### src/design/abkf_pkg.sv
// ----------------------------------------------------------------------------
// abkf_pkg
// shared types and constants of the angle and gyro-bias kalman filter
// ----------------------------------------------------------------------------
package abkf_pkg;

  localparam int DEF_DATA_WIDTH = 32;

  localparam int IO_W    = 32;  // angle, rate and bias words on the ports
  localparam int DT_W    = 16;  // time step, unsigned q0.16
  localparam int NOISE_W = 31;  // noise registers, unsigned q7.24
  localparam int GAIN_W  = 32;  // gains, signed q8.24
  localparam int CFG_IDX_W = 2;

  localparam logic [NOISE_W-1:0] APN_RESET = 31'd16777;
  localparam logic [NOISE_W-1:0] BPN_RESET = 31'd50332;
  localparam logic [NOISE_W-1:0] MN_RESET  = 31'd503316;

  localparam logic [CFG_IDX_W-1:0] REG_ANGLE_NOISE = 2'd0;
  localparam logic [CFG_IDX_W-1:0] REG_BIAS_NOISE  = 2'd1;
  localparam logic [CFG_IDX_W-1:0] REG_MEAS_NOISE  = 2'd2;

  typedef enum logic [4:0] {
    ST_IDLE,
    ST_RATE,
    ST_M_ANG,
    ST_M_DTP,
    ST_INNER,
    ST_M_PAA,
    ST_M_PBB,
    ST_GAIN,
    ST_D_K0,
    ST_D_K1,
    ST_Y,
    ST_M_A,
    ST_M_B,
    ST_M_PBA,
    ST_M_PBB2,
    ST_M_PAA2,
    ST_M_PAB,
    ST_DONE
  } abkf_state_e;

  typedef struct packed {
    logic busy;
    logic done;
  } abkf_unit_st_t;

endpackage

### src/design/angle_bias_kalman_filter.sv
// ----------------------------------------------------------------------------
// angle_bias_kalman_filter
// two-state angle / gyro-bias kalman filter on one shared multiplier and
// one serial divider under a small sequencer
// ----------------------------------------------------------------------------
// work per word: the ten multiplies through the 8-bit-per-cycle multiplier and
//   the two 32-step gain divisions; a saturating gain is set at once without the
//   serial steps, and a gain fault skips the divisions and the correction
// input: ready only while the sequencer idles, so a new word waits until the
//   last result is loaded into the output register, and an output stall holds it
// reset: async active low, clears estimates and covariance to zero and loads
//   the noise registers with their defaults
module angle_bias_kalman_filter
  import abkf_pkg::*;
#(
  parameter int DATA_WIDTH = DEF_DATA_WIDTH
) (
  input  logic                 clk_i,
  input  logic                 rst_ni,
  // input stream
  input  logic                 s_axis_tvalid,
  output logic                 s_axis_tready,
  input  logic [79:0]          s_axis_tdata,   // measured_angle, measured_rate, time_step
  // output stream
  output logic                 m_axis_tvalid,
  input  logic                 m_axis_tready,
  output logic [63:0]          m_axis_tdata,   // filtered_angle, estimated_bias
  output logic                 m_axis_tuser,   // gain_fault
  // configuration writes
  input  logic                 cfg_we_i,
  input  logic [CFG_IDX_W-1:0] cfg_idx_i,
  input  logic [NOISE_W-1:0]   cfg_data_i
);

  localparam int DW  = DATA_WIDTH;
  localparam int OpW = ((DW > 32) ? DW : 32) + 1;   // multiplier / divider operands
  localparam int SW  = OpW + 3;                     // exact sums before saturation
  localparam int W2  = OpW - 1;                     // common width for the 32-bit clamp
  localparam logic signed [SW-1:0] SAT_HI = {{(SW-DW+1){1'b0}}, {(DW-1){1'b1}}};
  localparam logic signed [SW-1:0] SAT_LO = ~SAT_HI;
  localparam logic signed [W2-1:0] O_HI   = {{(W2-31){1'b0}}, {31{1'b1}}};
  localparam logic signed [W2-1:0] O_LO   = ~O_HI;

  // saturate an exact sum to the state width
  function automatic logic signed [DW-1:0] sat_w(input logic signed [SW-1:0] v);
    logic signed [DW-1:0] r;
    if (v > SAT_HI)      r = SAT_HI[DW-1:0];
    else if (v < SAT_LO) r = SAT_LO[DW-1:0];
    else                 r = v[DW-1:0];
    return r;
  endfunction

  // clamp a state word to the 32-bit port width
  function automatic logic [IO_W-1:0] sat_o(input logic signed [DW-1:0] v);
    logic signed [W2-1:0] e;
    logic [IO_W-1:0]      r;
    e = W2'(v);
    if (e > O_HI)      r = O_HI[IO_W-1:0];
    else if (e < O_LO) r = O_LO[IO_W-1:0];
    else               r = e[IO_W-1:0];
    return r;
  endfunction

  abkf_state_e state_q, state_d;

  // noise registers
  logic [NOISE_W-1:0] apn_q, bpn_q, mn_q;

  // filter state
  logic signed [DW-1:0] ang_q, bias_q, paa_q, pab_q, pba_q, pbb_q;
  // per-word working registers
  logic signed [IO_W-1:0]   z_q, w_q;
  logic [DT_W-1:0]          dt_q;
  logic signed [DW-1:0]     rate_q, dtp_q, inner_q, y_q;
  logic signed [OpW-1:0]    s_q;
  logic signed [GAIN_W-1:0] k0_q, k1_q;
  logic                     fault_q;
  logic                     issued_q, issued_d;

  // output register
  logic              out_valid_q;
  logic [IO_W-1:0]   out_ang_q, out_bias_q;
  logic              out_fault_q;

  // shared units
  logic                  mul_start, mul_sh16;
  logic signed [OpW-1:0] mul_a, mul_b;
  abkf_unit_st_t         mul_st;
  logic signed [DW-1:0]  mul_res;
  logic                  div_start;
  logic signed [DW-1:0]  div_num;
  abkf_unit_st_t         div_st;
  logic signed [GAIN_W-1:0] div_quo;

  logic in_acc, out_load;
  logic signed [OpW-1:0] s_c;

  // operand views
  logic signed [OpW-1:0] dt_op, bpn_op;
  assign dt_op  = signed'(OpW'(dt_q));
  assign bpn_op = signed'(OpW'(bpn_q));
  assign s_c    = OpW'(paa_q) + signed'(OpW'(mn_q));

  assign in_acc   = s_axis_tvalid && s_axis_tready;
  assign out_load = (state_q == ST_DONE) && (!out_valid_q || m_axis_tready);

  abkf_mul #(.DATA_WIDTH(DATA_WIDTH)) u_mul (
    .clk_i   (clk_i),
    .rst_ni  (rst_ni),
    .start_i (mul_start),
    .a_i     (mul_a),
    .b_i     (mul_b),
    .sh16_i  (mul_sh16),
    .st_o    (mul_st),
    .res_o   (mul_res)
  );

  abkf_div #(.DATA_WIDTH(DATA_WIDTH)) u_div (
    .clk_i   (clk_i),
    .rst_ni  (rst_ni),
    .start_i (div_start),
    .num_i   (div_num),
    .den_i   (s_q),
    .st_o    (div_st),
    .quo_o   (div_quo)
  );

  // next state
  always_comb begin
    state_d = state_q;
    case (state_q)
      ST_IDLE:   if (in_acc) state_d = ST_RATE;
      ST_RATE:   state_d = ST_M_ANG;
      ST_M_ANG:  if (mul_st.done) state_d = ST_M_DTP;
      ST_M_DTP:  if (mul_st.done) state_d = ST_INNER;
      ST_INNER:  state_d = ST_M_PAA;
      ST_M_PAA:  if (mul_st.done) state_d = ST_M_PBB;
      ST_M_PBB:  if (mul_st.done) state_d = ST_GAIN;
      // a non-positive innovation variance skips the whole correction
      ST_GAIN:   state_d = (s_c <= 0) ? ST_DONE : ST_D_K0;
      ST_D_K0:   if (div_st.done) state_d = ST_D_K1;
      ST_D_K1:   if (div_st.done) state_d = ST_Y;
      ST_Y:      state_d = ST_M_A;
      ST_M_A:    if (mul_st.done) state_d = ST_M_B;
      ST_M_B:    if (mul_st.done) state_d = ST_M_PBA;
      ST_M_PBA:  if (mul_st.done) state_d = ST_M_PBB2;
      ST_M_PBB2: if (mul_st.done) state_d = ST_M_PAA2;
      ST_M_PAA2: if (mul_st.done) state_d = ST_M_PAB;
      ST_M_PAB:  if (mul_st.done) state_d = ST_DONE;
      ST_DONE:   if (out_load) state_d = ST_IDLE;
      default:   state_d = ST_IDLE;
    endcase
  end

  // unit control and operand selection
  always_comb begin
    mul_start = 1'b0;
    mul_sh16  = 1'b1;
    mul_a     = dt_op;
    mul_b     = OpW'(rate_q);
    div_start = 1'b0;
    div_num   = paa_q;
    s_axis_tready = (state_q == ST_IDLE);
    case (state_q)
      ST_M_ANG:  begin mul_start = !issued_q; mul_b = OpW'(rate_q); end
      ST_M_DTP:  begin mul_start = !issued_q; mul_b = OpW'(pbb_q); end
      ST_M_PAA:  begin mul_start = !issued_q; mul_b = OpW'(inner_q); end
      ST_M_PBB:  begin mul_start = !issued_q; mul_a = bpn_op; mul_b = dt_op; end
      ST_D_K0:   begin div_start = !issued_q; div_num = paa_q; end
      ST_D_K1:   begin div_start = !issued_q; div_num = pba_q; end
      ST_M_A: begin
        mul_start = !issued_q; mul_sh16 = 1'b0;
        mul_a = OpW'(k0_q); mul_b = OpW'(y_q);
      end
      ST_M_B: begin
        mul_start = !issued_q; mul_sh16 = 1'b0;
        mul_a = OpW'(k1_q); mul_b = OpW'(y_q);
      end
      ST_M_PBA: begin
        mul_start = !issued_q; mul_sh16 = 1'b0;
        mul_a = OpW'(k1_q); mul_b = OpW'(paa_q);
      end
      ST_M_PBB2: begin
        mul_start = !issued_q; mul_sh16 = 1'b0;
        mul_a = OpW'(k1_q); mul_b = OpW'(pab_q);
      end
      ST_M_PAA2: begin
        mul_start = !issued_q; mul_sh16 = 1'b0;
        mul_a = OpW'(k0_q); mul_b = OpW'(paa_q);
      end
      ST_M_PAB: begin
        mul_start = !issued_q; mul_sh16 = 1'b0;
        mul_a = OpW'(k0_q); mul_b = OpW'(pab_q);
      end
      default: ;
    endcase
  end

  // one start per unit step, cleared when the unit reports done
  always_comb begin
    if (mul_start || div_start)        issued_d = 1'b1;
    else if (mul_st.done || div_st.done) issued_d = 1'b0;
    else                               issued_d = issued_q;
  end

  always_ff @(posedge clk_i or negedge rst_ni) begin
    if (!rst_ni) begin
      state_q     <= ST_IDLE;
      issued_q    <= 1'b0;
      out_valid_q <= 1'b0;
      apn_q       <= APN_RESET;
      bpn_q       <= BPN_RESET;
      mn_q        <= MN_RESET;
      ang_q       <= '0;
      bias_q      <= '0;
      paa_q       <= '0;
      pab_q       <= '0;
      pba_q       <= '0;
      pbb_q       <= '0;
    end else begin
      state_q  <= state_d;
      issued_q <= issued_d;
      if (out_load)                          out_valid_q <= 1'b1;
      else if (m_axis_tready)                out_valid_q <= 1'b0;

      if (cfg_we_i) begin
        case (cfg_idx_i)
          REG_ANGLE_NOISE: apn_q <= cfg_data_i;
          REG_BIAS_NOISE:  bpn_q <= cfg_data_i;
          REG_MEAS_NOISE:  mn_q  <= cfg_data_i;
          default: ;
        endcase
      end

      case (state_q)
        ST_M_ANG:  if (mul_st.done) ang_q <= sat_w(SW'(ang_q) + SW'(mul_res));
        ST_INNER: begin
          pab_q <= sat_w(SW'(pab_q) - SW'(dtp_q));
          pba_q <= sat_w(SW'(pba_q) - SW'(dtp_q));
        end
        ST_M_PAA:  if (mul_st.done) paa_q <= sat_w(SW'(paa_q) + SW'(mul_res));
        ST_M_PBB:  if (mul_st.done) pbb_q <= sat_w(SW'(pbb_q) + SW'(mul_res));
        ST_M_A:    if (mul_st.done) ang_q <= sat_w(SW'(ang_q) + SW'(mul_res));
        ST_M_B:    if (mul_st.done) bias_q <= sat_w(SW'(bias_q) + SW'(mul_res));
        ST_M_PBA:  if (mul_st.done) pba_q <= sat_w(SW'(pba_q) - SW'(mul_res));
        ST_M_PBB2: if (mul_st.done) pbb_q <= sat_w(SW'(pbb_q) - SW'(mul_res));
        ST_M_PAA2: if (mul_st.done) paa_q <= sat_w(SW'(paa_q) - SW'(mul_res));
        ST_M_PAB:  if (mul_st.done) pab_q <= sat_w(SW'(pab_q) - SW'(mul_res));
        default: ;
      endcase
    end
  end

  // working and output payload registers
  always_ff @(posedge clk_i) begin
    if (in_acc) begin
      z_q  <= s_axis_tdata[31:0];
      w_q  <= s_axis_tdata[63:32];
      dt_q <= s_axis_tdata[79:64];
    end
    case (state_q)
      ST_RATE:  rate_q <= sat_w(SW'(w_q) - SW'(bias_q));
      ST_M_DTP: if (mul_st.done) dtp_q <= mul_res;
      // predicted angle variance growth uses the covariance before the update
      ST_INNER: inner_q <= sat_w(SW'(dtp_q) - SW'(pab_q) - SW'(pba_q)
                                 + signed'(SW'(apn_q)));
      ST_GAIN: begin
        s_q     <= s_c;
        fault_q <= (s_c <= 0);
      end
      ST_D_K0:  if (div_st.done) k0_q <= div_quo;
      ST_D_K1:  if (div_st.done) k1_q <= div_quo;
      ST_Y:     y_q <= sat_w(SW'(z_q) - SW'(ang_q));
      default: ;
    endcase
    if (out_load) begin
      out_ang_q   <= sat_o(ang_q);
      out_bias_q  <= sat_o(bias_q);
      out_fault_q <= fault_q;
    end
  end

  assign m_axis_tvalid = out_valid_q;
  assign m_axis_tdata  = {out_bias_q, out_ang_q};
  assign m_axis_tuser  = out_fault_q;

`ifndef SYNTHESIS
  a_mul_no_restart: assert property (@(posedge clk_i) disable iff (!rst_ni)
    mul_start |-> !mul_st.busy)
    else $error("multiplier started while busy");

  a_idle_units_quiet: assert property (@(posedge clk_i) disable iff (!rst_ni)
    (state_q == ST_IDLE) |-> (!mul_st.busy && !div_st.busy && !issued_q))
    else $error("shared unit active while sequencer idle");

  a_div_done_in_div_step: assert property (@(posedge clk_i) disable iff (!rst_ni)
    div_st.done |-> (state_q == ST_D_K0 || state_q == ST_D_K1))
    else $error("divider result outside a gain step");
`endif

endmodule

### src/design/abkf_mul.sv
// ----------------------------------------------------------------------------
// abkf_mul
// shared multiplier: 8 bits of the second operand per cycle, then round
// half away from zero, shift and saturate to DATA_WIDTH bits
// ----------------------------------------------------------------------------
module abkf_mul
  import abkf_pkg::*;
#(
  parameter int DATA_WIDTH = DEF_DATA_WIDTH,
  localparam int OpW = ((DATA_WIDTH > 32) ? DATA_WIDTH : 32) + 1
) (
  input  logic                               clk_i,
  input  logic                               rst_ni,
  input  logic                               start_i,
  input  logic signed [OpW-1:0]              a_i,
  input  logic signed [OpW-1:0]              b_i,
  input  logic                               sh16_i,   // 1: shift 16, 0: shift 24
  output abkf_unit_st_t                      st_o,
  output logic signed [DATA_WIDTH-1:0]       res_o
);

  localparam int PW   = 2 * OpW;
  localparam int ND   = (OpW + 7) / 8;
  localparam int CW   = $clog2(ND + 1);
  localparam logic [PW:0] LIM_POS = {{(PW-DATA_WIDTH+2){1'b0}}, {(DATA_WIDTH-1){1'b1}}};
  localparam logic [PW:0] LIM_NEG = LIM_POS + 1'b1;
  localparam logic [PW:0] RND16   = (PW+1)'(1) << 15;
  localparam logic [PW:0] RND24   = (PW+1)'(1) << 23;

  logic [PW-1:0]  ua_q, ua_d;
  logic [OpW-1:0] ub_q, ub_d;
  logic [PW-1:0]  acc_q, acc_d;
  logic [CW-1:0]  cnt_q, cnt_d;
  logic           busy_q, busy_d;
  logic           fin_q, fin_d;
  logic           done_q, done_d;
  logic           neg_q, neg_d;
  logic           sh16_q, sh16_d;
  logic signed [DATA_WIDTH-1:0] res_q, res_d;

  logic [OpW-1:0] a_mag;
  logic [PW+7:0]  pp;
  logic [PW:0]    rnd, shf, lim, mag;

  always_comb begin
    a_mag  = a_i[OpW-1] ? OpW'(~a_i + 1'b1) : OpW'(a_i);
    pp     = ua_q * ub_q[7:0];
    rnd    = {1'b0, acc_q} + (sh16_q ? RND16 : RND24);
    shf    = sh16_q ? (rnd >> 16) : (rnd >> 24);
    lim    = neg_q ? LIM_NEG : LIM_POS;
    mag    = (shf > lim) ? lim : shf;

    ua_d   = ua_q;
    ub_d   = ub_q;
    acc_d  = acc_q;
    cnt_d  = cnt_q;
    busy_d = busy_q;
    fin_d  = 1'b0;
    done_d = 1'b0;
    neg_d  = neg_q;
    sh16_d = sh16_q;
    res_d  = res_q;

    if (start_i && !busy_q) begin
      ua_d   = PW'(a_mag);
      ub_d   = b_i[OpW-1] ? OpW'(~b_i + 1'b1) : OpW'(b_i);
      neg_d  = a_i[OpW-1] ^ b_i[OpW-1];
      sh16_d = sh16_i;
      acc_d  = '0;
      cnt_d  = CW'(ND);
      busy_d = 1'b1;
    end else if (busy_q && cnt_q != '0) begin
      acc_d = acc_q + pp[PW-1:0];
      ua_d  = ua_q << 8;
      ub_d  = ub_q >> 8;
      cnt_d = cnt_q - 1'b1;
      fin_d = (cnt_q == CW'(1));
    end else if (fin_q) begin
      res_d  = neg_q ? DATA_WIDTH'(~mag + 1'b1) : DATA_WIDTH'(mag);
      done_d = 1'b1;
      busy_d = 1'b0;
    end
  end

  always_ff @(posedge clk_i or negedge rst_ni) begin
    if (!rst_ni) begin
      busy_q <= 1'b0;
      fin_q  <= 1'b0;
      done_q <= 1'b0;
      cnt_q  <= '0;
    end else begin
      busy_q <= busy_d;
      fin_q  <= fin_d;
      done_q <= done_d;
      cnt_q  <= cnt_d;
    end
  end

  always_ff @(posedge clk_i) begin
    ua_q   <= ua_d;
    ub_q   <= ub_d;
    acc_q  <= acc_d;
    neg_q  <= neg_d;
    sh16_q <= sh16_d;
    res_q  <= res_d;
  end

  assign st_o.busy = busy_q;
  assign st_o.done = done_q;
  assign res_o     = res_q;

endmodule

### src/design/abkf_div.sv
// ----------------------------------------------------------------------------
// abkf_div
// serial restoring divider for the gains: trunc(num * 2^24 / den),
// one quotient bit per cycle, saturated to 32-bit signed
// ----------------------------------------------------------------------------
module abkf_div
  import abkf_pkg::*;
#(
  parameter int DATA_WIDTH = DEF_DATA_WIDTH,
  localparam int OpW = ((DATA_WIDTH > 32) ? DATA_WIDTH : 32) + 1
) (
  input  logic                          clk_i,
  input  logic                          rst_ni,
  input  logic                          start_i,
  input  logic signed [DATA_WIDTH-1:0]  num_i,
  input  logic signed [OpW-1:0]         den_i,   // positive
  output abkf_unit_st_t                 st_o,
  output logic signed [GAIN_W-1:0]      quo_o
);

  localparam int CW  = $clog2(GAIN_W + 1);

  logic [OpW-1:0]    d_q, d_d;
  logic [OpW-1:0]    r_q, r_d;
  logic [GAIN_W-1:0] nb_q, nb_d;
  logic [GAIN_W-1:0] q_q, q_d;
  logic [CW-1:0]     cnt_q, cnt_d;
  logic              busy_q, busy_d;
  logic              done_q, done_d;
  logic              neg_q, neg_d;
  logic signed [GAIN_W-1:0] quo_q, quo_d;

  logic [DATA_WIDTH-1:0] n_mag;
  logic [OpW:0]          r2;
  logic [OpW+7:0]        d_sh;
  logic [GAIN_W:0]       lim;
  logic                  ovf;

  always_comb begin
    n_mag = num_i[DATA_WIDTH-1] ? DATA_WIDTH'(~num_i + 1'b1) : DATA_WIDTH'(num_i);
    d_sh  = {den_i, 8'b0};
    ovf   = ((OpW+8)'(n_mag) >= d_sh);
    r2    = {r_q, nb_q[GAIN_W-1]};
    lim   = neg_q ? (GAIN_W+1)'(33'h080000000) : (GAIN_W+1)'(33'h07fffffff);

    d_d    = d_q;
    r_d    = r_q;
    nb_d   = nb_q;
    q_d    = q_q;
    cnt_d  = cnt_q;
    busy_d = busy_q;
    done_d = 1'b0;
    neg_d  = neg_q;
    quo_d  = quo_q;

    if (start_i && !busy_q) begin
      neg_d = num_i[DATA_WIDTH-1];
      d_d   = OpW'(den_i);
      r_d   = OpW'(n_mag >> 8);
      nb_d  = {n_mag[7:0], 24'b0};
      q_d   = '0;
      if (ovf) begin
        // quotient reaches 2^32: saturate at once
        quo_d  = num_i[DATA_WIDTH-1] ? GAIN_W'(32'h80000000) : GAIN_W'(32'h7fffffff);
        done_d = 1'b1;
      end else begin
        cnt_d  = CW'(GAIN_W);
        busy_d = 1'b1;
      end
    end else if (busy_q) begin
      if (r2 >= {1'b0, d_q}) begin
        r_d = OpW'(r2 - {1'b0, d_q});
        q_d = {q_q[GAIN_W-2:0], 1'b1};
      end else begin
        r_d = OpW'(r2);
        q_d = {q_q[GAIN_W-2:0], 1'b0};
      end
      nb_d  = nb_q << 1;
      cnt_d = cnt_q - 1'b1;
      if (cnt_q == CW'(1)) begin
        busy_d = 1'b0;
        done_d = 1'b1;
        if ({1'b0, q_d} > lim) begin
          quo_d = neg_q ? GAIN_W'(32'h80000000) : GAIN_W'(32'h7fffffff);
        end else begin
          quo_d = neg_q ? GAIN_W'(~q_d + 1'b1) : GAIN_W'(q_d);
        end
      end
    end
  end

  always_ff @(posedge clk_i or negedge rst_ni) begin
    if (!rst_ni) begin
      busy_q <= 1'b0;
      done_q <= 1'b0;
      cnt_q  <= '0;
    end else begin
      busy_q <= busy_d;
      done_q <= done_d;
      cnt_q  <= cnt_d;
    end
  end

  always_ff @(posedge clk_i) begin
    d_q   <= d_d;
    r_q   <= r_d;
    nb_q  <= nb_d;
    q_q   <= q_d;
    neg_q <= neg_d;
    quo_q <= quo_d;
  end

  assign st_o.busy = busy_q;
  assign st_o.done = done_q;
  assign quo_o     = quo_q;

endmodule

### config.mk
export PLATFORM = sky130hd
export DESIGN_NAME = angle_bias_kalman_filter
export DESIGN_NICKNAME = d
export VERILOG_FILES = /design/src/design/abkf_pkg.sv /design/src/design/angle_bias_kalman_filter.sv /design/src/design/abkf_mul.sv /design/src/design/abkf_div.sv
export SDC_FILE = /design/constraint.sdc
export NUM_CORES = 2
export LEC_CHECK = 0
export BUFFER_PORTS_ARGS = -buffer_cell sky130_fd_sc_hd__buf_2
export CAP_MARGIN = 10
export CORE_MARGIN = 4
export CORE_UTILIZATION = 40
export DETAILED_ROUTE_END_ITERATION = 6
export PLACE_DENSITY = 0.58
export SKIP_CTS_REPAIR_TIMING = 1
export SLEW_MARGIN = 25
export SYNTH_ARGS = -nofsm -noshare
export SYNTH_HDL_FRONTEND = slang
export SYNTH_SLANG_ARGS = --single-unit
### constraint.sdc
create_clock -name clk_i -period 13.71 [get_ports clk_i]
set_input_delay 0.6855 -clock clk_i [delete_from_list [all_inputs] [get_ports clk_i]]
set_output_delay 0.6855 -clock clk_i [all_outputs]
set_load 0.005 [all_outputs]
==> reports/metrics.csv <==
metric;value;unit
status;finished, violations left;
violations;DRC;
async_flop_share;30.18;%
synth_fp_nets;11305;
hold_class;primary input to flip-flop;
yosys.cell_count.top_type;nand2_1;
grtUsageTotal;27.09;%
crit_path_end_kind;flip-flop;
ios;185;
synth-seq-cells;1014;
cts_buffers;130;
setup_viol;0;
setup_ws;4.870;ns
period_share;64.48;%
crit_fanout;26;
grt-ovfl-total;0;
synth_top_cell_by_area;edfxtp_1;
die_area;0.2308;sq mm
startpoint_type;flip-flop;
synth.cell_area;0.08928;sq mm
die_y;480.4;um
dp_slack;4.892;ns
vias;75916;
critPathSlowestCell;edfxtp_1;
grt_max_degree;112;
critical-path-top-delay-family;simple AND/OR/NAND/NOR gates;
start_util;40.20;%
die_x;480.4;um
yosysTopAreaCellShare;19.14;%
rsz0062_at_grt;no;
worstMarginPinSlew;1.129;ns
max_slew_margin;24.56;%
finalCriticalPeriod;8.840;ns
crit_start;u_mul.sh16_q;
clk_pin_slew_worst_paths;0.06;ns
clkLatencyLatePin;0.82;ns
core;0.2221;sq mm
dp_hpwl;244600;um
cts-root-buf;clkbuf_16;
max_stage_delay;0.96;ns
routedWlPerCell;24.43;um
finalWirelength;318700;um
placementRows;173;
drtPass1Iterations;7;
ys.flop_type;edfxtp_1;
r2r-start;u_mul.sh16_q;
final_area;0.09781;sq mm
required;14.20;ns
synthTopCellsByArea;edfxtp_1, fa_1, ha_1;
synth_common_cells;nand2_1, inv_1, a21oi_1, nor2_1, o21ai_0;
layout-drive-gt1-share;7.703;%
clock_sinks;1014;
numPortBuffers;184;
path_buf_inv;3;
drt-initial-drc-count;7348;
ctsLongestPathBuffers;3;
grt_pass1_wl;476300;um
crit_type;flip-flop to flip-flop;
via_per_inst;5.819;
place_congestion;0.9633;
fmax;0.1131;GHz
fin_skew;0.04052;ns
nNetsFinal;11232;
drc;16;
ys_seq_area_share;30.86;%
synth-edff-count;569;
synthToLayoutAreaGrowth;9.555;%
cts_tree;yes;
finalHoldViolCount;0;
antenna_left;0;
fin_setup_tns;0;ns
slew_violations;0;
first_global_vias;74278;
worstPathArrival;9.33;ns
cts_max_level;4;
netlist_instances;10026;
yosys_warnings;0;
hp-start;s_axis_tdata[79];
dpl_cell_area;0.09324;sq mm
synth_cell_types;99;
ff2ff_setup_slack;4.87;ns
cap_viol_max_count;0;
antenna_found_initial;31;
synth_area_per_cell;8.905;sq um
==> layout make-up <==
cell class / instances / area [sq um]
clock buffer: 163 / 3551
sequential: 1014 / 27560
antenna: 11 / 27.53
inverter: 852 / 3201
fill: 21799 / 124300
timing repair buffer: 338 / 2133
clock inverter: 77 / 927.1
multi-input combinational: 7617 / 56700
tap: 2975 / 3722
==> kinds of logic after synthesis <==
group | after synthesis | synth area share [%]
mux | 145 | 1.732
simple gates | 3030 | 15.94
flops | 1014 | 30.86
xor+xnor | 593 | 5.817
fa+ha+maj | 1178 | 20.67
compound gates | 2670 | 19.08
other cells | 1 | 0.004200
buf+inv | 1395 | 5.896
==> cells in the final DEF, fill, tap and decap left out, types with 139 or more instances in the layout <==
| cell type | instances |
|---|---|
| a21o_1 | 281 |
| a21oi_1 | 703 |
| and2_1 | 232 |
| buf_2 | 185 |
| buf_4 | 147 |
| dfrtp_1 | 283 |
| dfxtp_1 | 139 |
| edfxtp_1 | 569 |
| fa_1 | 501 |
| ha_1 | 660 |
| inv_1 | 847 |
| nand2_1 | 1158 |
| nand3_1 | 175 |
| nor2_1 | 681 |
| nor3_1 | 165 |
| o21ai_0 | 683 |
| xnor2_1 | 403 |
| xor2_1 | 190 |
==> sequential cells by signal (all words and copies together), names as in the netlist, 33 cells and up <==
| signal | cells |
|---|---|
| u_div.r_q | 33 |
| u_div.d_q | 33 |
| s_q | 33 |
| u_mul.ua_q | 66 |
| u_mul.acc_q | 66 |
| u_mul.ub_q | 33 |
==> final timing paths <==
kind	to	cells after the start
min in group asynchronous	pbb_q[14]	2
min	dt_q[15]	1
max	u_mul.res_o[26]	30
max in group asynchronous	u_div.busy_q	4
min reg2reg	u_div.d_q[21]	0
max reg2reg	u_mul.res_o[26]	30
==> through the flow <==
step / hold WS (ns) / cells / util, %
after floorplan: 0.3899 / 10026 / -
after global placement: 0.4238 / 12791 / 41.97
after detailed placement: 0.4324 / 12793 / 41.98
after CTS: -0.1248 / 13033 / 44.00
after global routing: 0.02568 / 13038 / 44.03
final: 0.06366 / 13047 / 44.04
==> metal layers <==
layer | part of all wire, % | vias to the layer above | GRT usage (%)
met5 | 0.023 | - | 0
met4 | 4.1 | 12 | 10.52
met3 | 6.9 | 560 | 4.733
met2 | 45 | 2654 | 42.50
met1 | 44 | 37643 | 37.25
li1 | - | 35047 | -
Power is not shown: default switching activity piles up to over one toggle a cycle in this logic, so the estimate is an artifact.
